### config.mk
export PLATFORM = sky130hd
export DESIGN_NAME = lsm2d_ctrl
export DESIGN_NICKNAME = d
export VERILOG_FILES = /design/src/rtl/core/lsm2d_pkg.sv /design/src/rtl/core/lsm2d_ctrl.sv
export SDC_FILE = /design/constraint.sdc
export NUM_CORES = 1
export LEC_CHECK = 0
export BUFFER_PORTS_ARGS = -buffer_cell sky130_fd_sc_hd__buf_2
export CAP_MARGIN = 40
export CORE_ASPECT_RATIO = 1.25
export CORE_MARGIN = 2
export CORE_UTILIZATION = 51
export DETAILED_ROUTE_END_ITERATION = 7
export GPL_TIMING_DRIVEN = 0
export PLACE_DENSITY = 0.87
export SLEW_MARGIN = 20
export SYNTH_ARGS = -nofsm -noshare
export SYNTH_HDL_FRONTEND = slang
export SYNTH_SLANG_ARGS = --single-unit
export TNS_END_PERCENT = 20
### constraint.sdc
create_clock -name clock -period 2.4 [get_ports clock]
set_input_delay 0.48 -clock clock [delete_from_list [all_inputs] [get_ports clock]]
set_output_delay 0.48 -clock clock [all_outputs]
set_load 0.005 [all_outputs]
### src/rtl/core/lsm2d_pkg.sv
`timescale 1ns / 1ps
// ----------------------------------------------------------------------------
// lsm2d_pkg
// Shared types and constants of the 2-D least-squares multilateration unit.
// ----------------------------------------------------------------------------
package lsm2d_pkg;

   // Largest number of beacons per run
   localparam int MAX_ANCHORS = 8;
   localparam int CNT_W       = 4;
   localparam logic [31:0] THR_RESET = 32'd4295;

   // Per-beacon multiply operations (one per cycle on the narrow multiplier)
   typedef enum logic [3:0] {
      OP_NONE, OP_RR, OP_BR, OP_RX, OP_BX, OP_RY, OP_BY,
      OP_XX, OP_XY, OP_YY, OP_XB, OP_YB
   } mul_op_type;

   // Wide products of the solve, in issue order
   typedef enum logic [2:0] {
      WP_XX_YY, WP_XY_XY, WP_BX_YY, WP_BY_XY, WP_BY_XX, WP_BX_XY
   } wide_prod_type;

   typedef enum logic [1:0] {
      ST_OK, ST_SHORT, ST_SINGULAR, ST_TOO_MANY
   } status_type;

   // Controller to datapath
   typedef struct packed {
      logic          capture;
      logic          load_ref;
      mul_op_type    mul_op;
      logic          clear_sums;
      logic          clear_wide;
      logic          wide_start;
      wide_prod_type wide_sel;
      logic          det_abs;
      logic          div_start;
      logic          div_sel_y;
      logic          load_out;
      status_type    out_status;
   } cmd_type;

   // Datapath to controller
   typedef struct packed {
      logic wide_busy;
      logic div_busy;
      logic singular;
   } sts_type;

endpackage

### src/rtl/core/lsm2d_ctrl.sv
`timescale 1ns / 1ps
// ----------------------------------------------------------------------------
// lsm2d_ctrl
// Sequencer of the multilateration unit: beat intake, per-beacon MAC
// schedule, solve sequence and result handshake.
// ----------------------------------------------------------------------------
module lsm2d_ctrl import lsm2d_pkg::*; (
   input  logic    clock,
   input  logic    reset,
   input  logic    req_valid,
   input  logic    req_last,
   output logic    req_ready,
   input  logic    rsp_ready,
   output logic    rsp_valid,
   input  sts_type sts,
   output cmd_type cmd
);

   typedef enum logic [3:0] {
      S_IDLE, S_ACC, S_DECIDE, S_WSTART, S_WWAIT,
      S_DABS, S_DCHK, S_QSTART, S_QWAIT, S_EMIT
   } state_type;

   localparam logic [3:0] ACC_LAST = 4'd11;

   state_type      state_ff;
   logic [3:0]     step_ff;
   logic [CNT_W-1:0] cnt_ff;
   logic           many_ff, last_ff, qy_ff, rsp_valid_ff;
   wide_prod_type  wsel_ff;
   status_type     stat_ff;
   logic           accept, emit;

   // MAC schedule: six squares for b, then the row products
   function automatic mul_op_type op_at(input logic [3:0] s);
      case (s)
         4'd0:    return OP_RR;
         4'd1:    return OP_BR;
         4'd2:    return OP_RX;
         4'd3:    return OP_BX;
         4'd4:    return OP_RY;
         4'd5:    return OP_BY;
         4'd6:    return OP_XX;
         4'd7:    return OP_XY;
         4'd8:    return OP_YY;
         4'd9:    return OP_XB;
         4'd10:   return OP_YB;
         default: return OP_NONE;
      endcase
   endfunction

   assign req_ready = (state_ff == S_IDLE);
   assign accept    = req_valid && req_ready;
   assign emit      = (state_ff == S_EMIT) && (!rsp_valid_ff || rsp_ready);
   assign rsp_valid = rsp_valid_ff;

   // command decode
   always_comb begin
      cmd            = '0;
      cmd.mul_op     = OP_NONE;
      cmd.wide_sel   = wsel_ff;
      cmd.div_sel_y  = qy_ff;
      cmd.out_status = stat_ff;
      case (state_ff)
         S_IDLE: begin
            cmd.capture  = accept;
            cmd.load_ref = accept && (cnt_ff == '0);
         end
         S_ACC:    cmd.mul_op = op_at(step_ff);
         S_DECIDE: cmd.clear_wide = !many_ff && (cnt_ff >= CNT_W'(3));
         S_WSTART: cmd.wide_start = 1'b1;
         S_DABS:   cmd.det_abs = 1'b1;
         S_QSTART: cmd.div_start = 1'b1;
         S_EMIT: begin
            cmd.load_out   = emit;
            cmd.clear_sums = emit;
         end
         default: ;
      endcase
   end

   // state and registered outputs
   always_ff @(posedge clock) begin
      if (reset) begin
         state_ff     <= S_IDLE;
         step_ff      <= '0;
         cnt_ff       <= '0;
         many_ff      <= 1'b0;
         last_ff      <= 1'b0;
         qy_ff        <= 1'b0;
         wsel_ff      <= WP_XX_YY;
         stat_ff      <= ST_OK;
         rsp_valid_ff <= 1'b0;
      end else begin
         if (rsp_valid_ff && rsp_ready && !emit) rsp_valid_ff <= 1'b0;
         case (state_ff)
            S_IDLE: begin
               if (accept) begin
                  last_ff <= req_last;
                  if (cnt_ff >= CNT_W'(MAX_ANCHORS)) begin
                     many_ff  <= 1'b1;
                     state_ff <= req_last ? S_DECIDE : S_IDLE;
                  end else if (cnt_ff == '0) begin
                     cnt_ff   <= CNT_W'(1);
                     state_ff <= req_last ? S_DECIDE : S_IDLE;
                  end else begin
                     cnt_ff   <= cnt_ff + CNT_W'(1);
                     step_ff  <= '0;
                     state_ff <= S_ACC;
                  end
               end
            end
            S_ACC: begin
               step_ff <= step_ff + 4'd1;
               if (step_ff == ACC_LAST) state_ff <= last_ff ? S_DECIDE : S_IDLE;
            end
            S_DECIDE: begin
               if (many_ff) begin
                  stat_ff  <= ST_TOO_MANY;
                  state_ff <= S_EMIT;
               end else if (cnt_ff < CNT_W'(3)) begin
                  stat_ff  <= ST_SHORT;
                  state_ff <= S_EMIT;
               end else begin
                  wsel_ff  <= WP_XX_YY;
                  state_ff <= S_WSTART;
               end
            end
            S_WSTART: state_ff <= S_WWAIT;
            S_WWAIT: begin
               if (!sts.wide_busy) begin
                  case (wsel_ff)
                     WP_XX_YY: begin wsel_ff <= WP_XY_XY; state_ff <= S_WSTART; end
                     WP_XY_XY: begin wsel_ff <= WP_BX_YY; state_ff <= S_WSTART; end
                     WP_BX_YY: begin wsel_ff <= WP_BY_XY; state_ff <= S_WSTART; end
                     WP_BY_XY: begin wsel_ff <= WP_BY_XX; state_ff <= S_WSTART; end
                     WP_BY_XX: begin wsel_ff <= WP_BX_XY; state_ff <= S_WSTART; end
                     default:  state_ff <= S_DABS;
                  endcase
               end
            end
            S_DABS: state_ff <= S_DCHK;
            S_DCHK: begin
               if (sts.singular) begin
                  stat_ff  <= ST_SINGULAR;
                  state_ff <= S_EMIT;
               end else begin
                  qy_ff    <= 1'b0;
                  state_ff <= S_QSTART;
               end
            end
            S_QSTART: state_ff <= S_QWAIT;
            S_QWAIT: begin
               if (!sts.div_busy) begin
                  if (qy_ff) begin
                     stat_ff  <= ST_OK;
                     state_ff <= S_EMIT;
                  end else begin
                     qy_ff    <= 1'b1;
                     state_ff <= S_QSTART;
                  end
               end
            end
            S_EMIT: begin
               if (emit) begin
                  rsp_valid_ff <= 1'b1;
                  cnt_ff       <= '0;
                  many_ff      <= 1'b0;
                  state_ff     <= S_IDLE;
               end
            end
            default: state_ff <= S_IDLE;
         endcase
      end
   end

   // beacon count never passes the bound
   a_cnt_bound: assert property (@(posedge clock) disable iff (reset)
      cnt_ff <= CNT_W'(MAX_ANCHORS))
      else $error("beacon count above bound");

   // a loaded result is offered on the next cycle
   a_emit_valid: assert property (@(posedge clock) disable iff (reset)
      cmd.load_out |=> rsp_valid_ff)
      else $error("result loaded but not offered");

   // no solve unit still running once back in idle
   a_idle_quiet: assert property (@(posedge clock) disable iff (reset)
      (state_ff == S_IDLE) |-> !(sts.wide_busy || sts.div_busy))
      else $error("solve unit busy in idle");

endmodule

======== Yosys cells after proc, flatten, opt, wreduce, memory -nomap -nowiden ========
Memories as Yosys holds them, arrays and structs flattened. A register that Yosys moved wholly into a read port is not among the register bits.
Cells that the tools add are included.
word-level totals
  register bits after elaboration ......... 21
  memory bits (read-only) ................. 64
  input bits .............................. 8
  output and inout bits ................... 20
  word-level logic and storage cells ...... 124
  memories ................................ 1
operators by class
  add/sub/neg operators ................... 2
  order comparisons ....................... 3
  equality and inequality tests ........... 29
  mux-type cells .......................... 53
  reduce and logical (&&, ||, !) cells .... 27
memories
  memory           depth  bits a word  rd ports  clocked after Yosys merged registers in  write ports  line              RTL
  (no name shown)  16     4            1         1                                        0            lsm2d_ctrl.sv:36  case (s)
operators by type and width
  kind                   number
  $mux W4                18
  $pmux W4 S10           1
  $ne A2 B2 Y1 const B   11
  $mux W2                10
  $eq A4 B3 Y1 const B   4
  $pmux W4 S2            2
  $pmux W3 S5            1
  $reduce_and A5 Y1      3
  $mux W1                13
  $eq A4 B4 Y1 const B   3
  $mux W3                4
  $reduce_and A4 Y1      3
  $add A4 B1 Y4 const B  2
  $eq A4 B2 Y1 const B   2
  $logic_not A4 Y1       2
  $reduce_bool A2 Y1     4
  $eq A3 B2 Y1 const B   2
  $logic_and A1 B1 Y1    6
  $ne A6 B6 Y1 const B   1
  $pmux W2 S3            1
  $pmux W3 S2            1
  $reduce_or A5 Y1       1
  $eq A4 B1 Y1 const B   1
  $ge A4 B2 Y1 const B   1
  13 further kinds       17

======== Longest topological paths before layout ========
  depth in word-level cells ............... 8
  depth in mapped cells ................... 11
  gate-level depth less buffers ........... 11

======== Worst setup path after synthesis ========
OpenSTA, ideal clock, no wires.
  path kind ............................... register -> register
  start point ............................. register state_ff[3]
  end point ............................... register (tool-made name)
  library setup time ...................... 71 ps
  arrival ................................. 2321 ps
  required time ........................... 2329 ps
  setup slack ............................. 8 ps
  cell stages (with the launch flop) ...... 10
  path buffers ............................ 1
  clock period less this slack ............ 2392 ps
  path through ............................ dfxtp_1 > or4_1 > clkbuf_1 > o311ai_0 > a21oi_1 > ha_1 > or3_1 > o21ai_0 > a211o_1 > o2bb2ai_1
RTL lines
  item                    line               RTL
  from (decl)             lsm2d_ctrl.sv:26   state_type state_ff;
  from (signal assigned)  lsm2d_ctrl.sv:102  state_ff <= req_last ? S_DECIDE : S_IDLE;
  from (signal assigned)  lsm2d_ctrl.sv:105  state_ff <= req_last ? S_DECIDE : S_IDLE;
  from (signal assigned)  lsm2d_ctrl.sv:115  if (step_ff == ACC_LAST) state_ff <= last_ff ? S_DECIDE : S_IDLE;

==> results.py <==
metrics = {
    "pwr": {
        "power_leakage_nw": 0.778,
        "cellPowerDensity_nw_per_um2": 818,
        "vdd_drop_max_mv": 0.587,
    },
    "floorplanning": {
        "die_x_um": 55.9,
        "die_h_um": 68.8,
        "core-area_um2": 3220,
        "start_util_pct": 53.2,
        "die_area_um2": 3850,
        "rows": 23,
        "io_pins": 28,
    },
    "critical_path": {
        "cp_slowest_cell": "or4_4",
        "path_cells": "or4_4 > o311ai_4 > a21oi_2 > ha_2 > nand3b_1 > o21ai_0 > a211o_1 > o2bb2ai_1",
        "slowest_delay_ps": 590,
        "r2r_start": "state_ff[0]",
        "end_kind": "flip-flop",
        "startpoint": "state_ff[0]",
        "cp.required_ps": 2590,
        "worstPathArrival_ps": 2540,
        "start_kind": "flip-flop",
        "path_max_fanout": 6,
        "r2r_cells": 8,
        "rrSetupSlack_ps": 50,
        "path_class": "flip-flop to flip-flop",
    },
    "timing": {
        "drv_slew": 0,
        "min_period_ps": 2350,
        "period_share_pct": 97.8,
        "finalSetupViolCount": 0,
        "hold_viol_final": 0,
        "fmax_mhz": 426,
        "worst_pin_slew_ps": 564,
        "relSlewSlack_pct": 61.9,
        "grt_setup_unrepaired": "yes",
        "tns_ps": 0,
        "finClkSkew_ps": 7.84,
    },
    "global_route": {
        "grt_pass1_wl_um": 6890,
        "grt_usage_pct": 22.1,
        "grt-ovfl-total": 0,
        "grt_max_degree": 14,
        "antenna_found_initial": 0,
        "grt_pass1_vias": 1561,
    },
    "cts": {
        "worstSkewPairLatency_ps": 270,
        "tritoncts": "built",
        "hold_buffers": 0,
        "cts_max_level": 1,
        "clkTransAtPathRegs_ps": 90,
        "cts_buffers": 3,
        "cts_root_buffer": "clkbuf_8",
        "cts_sinks": 25,
        "cts.path.max_buffers": 2,
    },
    "routing": {
        "postRouteWirelength_um": 4440,
        "ant_nets": 0,
        "drt-wirelength-per-cell_um": 15.8,
        "via_count": 1763,
        "viasPerCell": 6.27,
        "drt-pass1-iter-count": 4,
        "drc_errors": 0,
        "drtIter0Drc": 103,
    },
    "synth": {
        "ys_top_cells_by_area": "dfxtp_1 (29%), a21oi_1 (5.3%), nand3_1 (3.8%)",
        "synth_cells": 211,
        "synth_top_area_cell": "dfxtp_1",
        "syn-cell-area_um2": 1720,
        "syn_nets": 224,
        "ys_types": 61,
        "synth_area_per_cell_um2": 8.13,
        "synth_most_common_cell": "dfxtp_1",
        "synthFlopType": "dfxtp_1",
        "yosysWarnings": 0,
        "ys_ff_latch": 25,
        "synth_edf_count": 0,
        "synthTopCellsByCount": "dfxtp_1 (25), a21oi_1 (18), nand3_1 (13)",
        "ys_seq_area_share_pct": 29.2,
        "yosysTopAreaCellShare_pct": 29.2,
        "synthArstFlopShare_pct": 0,
    },
    "finish": {
        "diodes": 0,
        "fin_area_um2": 2040,
        "final_nets": 258,
        "layout-drive-gt1-share_pct": 27.5,
        "area_delta_synth_final_pct": 18.7,
    },
    "hold_path": {
        "whs_path_depth": 3,
        "hp-start": "req_last",
        "worstHoldPathType": "input pin to flip-flop",
    },
    "placement": {
        "io_buffer_count": 27,
        "dp_hpwl_um": 2970,
        "gp_congestion": 0.859,
        "dpl_cell_area_um2": 1900,
    },
    "status": {
        "status": "completed",
    },
    "run": {
        "cap_violations": 0,
    },
}
logic make-up after synthesis:
family	after synthesis	synth area share (%)
flip-flops	25	29.2
AO/OA/AOI/OAI	66	27.5
AND/OR/NAND/NOR	86	31.1
buffers and inverters	27	7.29
multiplexers	2	1.24
adder cells (fa/ha/maj)	5	3.65
layer usage:
| layer | up-vias | track usage (%) | wire (um) |
|---|---|---|---|
| met3 | 12 | 2.61 | 260 |
| li1 | 853 | - | - |
| met2 | 67 | 39.0 | 2220 |
| met1 | 831 | 27.3 | 1850 |
| met5 | - | 0 | 0 |
| met4 | 0 | 10.4 | 112 |
area by class of cell:
class	instances	area (um2)
plain buffers	15	88.8
flip-flops and latches	25	500
fillers	279	1190
repair buffers	31	165
inverters	10	37.5
well taps	37	46.3
clock buffers	4	45.0
multi-input cells	159	1150
cells in the final DEF (no fill, tap or decap), types with 3 or more instances in the layout:
| cell type | count |
|---|---|
| a21oi_2 | 3 |
| or4b_4 | 4 |
| buf_4 | 8 |
| or3_1 | 3 |
| a31oi_1 | 3 |
| nand3_1 | 13 |
| nand2b_1 | 5 |
| nand3b_1 | 4 |
| ha_1 | 4 |
| a21oi_1 | 16 |
| o21ai_0 | 7 |
| and2_1 | 5 |
| buf_2 | 28 |
| nor2_1 | 12 |
| nor3_1 | 5 |
| clkbuf_1 | 8 |
| nand2_1 | 11 |
| nor2b_1 | 4 |
| dfxtp_1 | 25 |
| inv_1 | 8 |
| clkbuf_8 | 3 |
| a211o_1 | 3 |
metrics by stage:
step / util (%) / setup WS (ps) / total power [W] / cells / hold WS (ps)
after floorplan: - / 7.71 / 0.00106 / 211 / 437
after global placement: 58.9 / -199 / 0.00124 / 275 / 447
after detailed placement: 58.9 / -272 / 0.00124 / 275 / 462
after CTS: 61.4 / 21.7 / 0.00157 / 280 / 479
after global routing: 63.2 / -81.0 / 0.00176 / 281 / 485
final: 63.2 / 52.8 / 0.00167 / 281 / 479
worst min path at each step:
stage | to | slack [ps]
floorplan | last_ff | 440
global placement | stat_ff[1] | 450
detailed placement | stat_ff[0] | 460
CTS | last_ff | 480
global route | last_ff | 490
finish | last_ff | 480
where the power goes:
part           internal (W)  switching (W)  leakage, nW  total (W)
logic              0.000392       0.000501        0.553   0.000894
clock network      0.000119       0.000137       0.0228   0.000256
registers          0.000471      0.0000442        0.203   0.000515
total              0.000983       0.000683        0.778    0.00167
critical path: cells and delay by family, from the launching register on:
kind            cells  cell delay (ps)
simple gates        2              770
compound gates      5              910
flops               1              350
fa+ha+maj           1              230
repair_timing:
item | CTS | global route
endpoints found under the setup margin | 1 | 3
setup buffers | 2 | 2
pin swaps | 1 | 3
gates resized for setup | 8 | 12
Note: power is estimated with default switching activity, not from simulation.
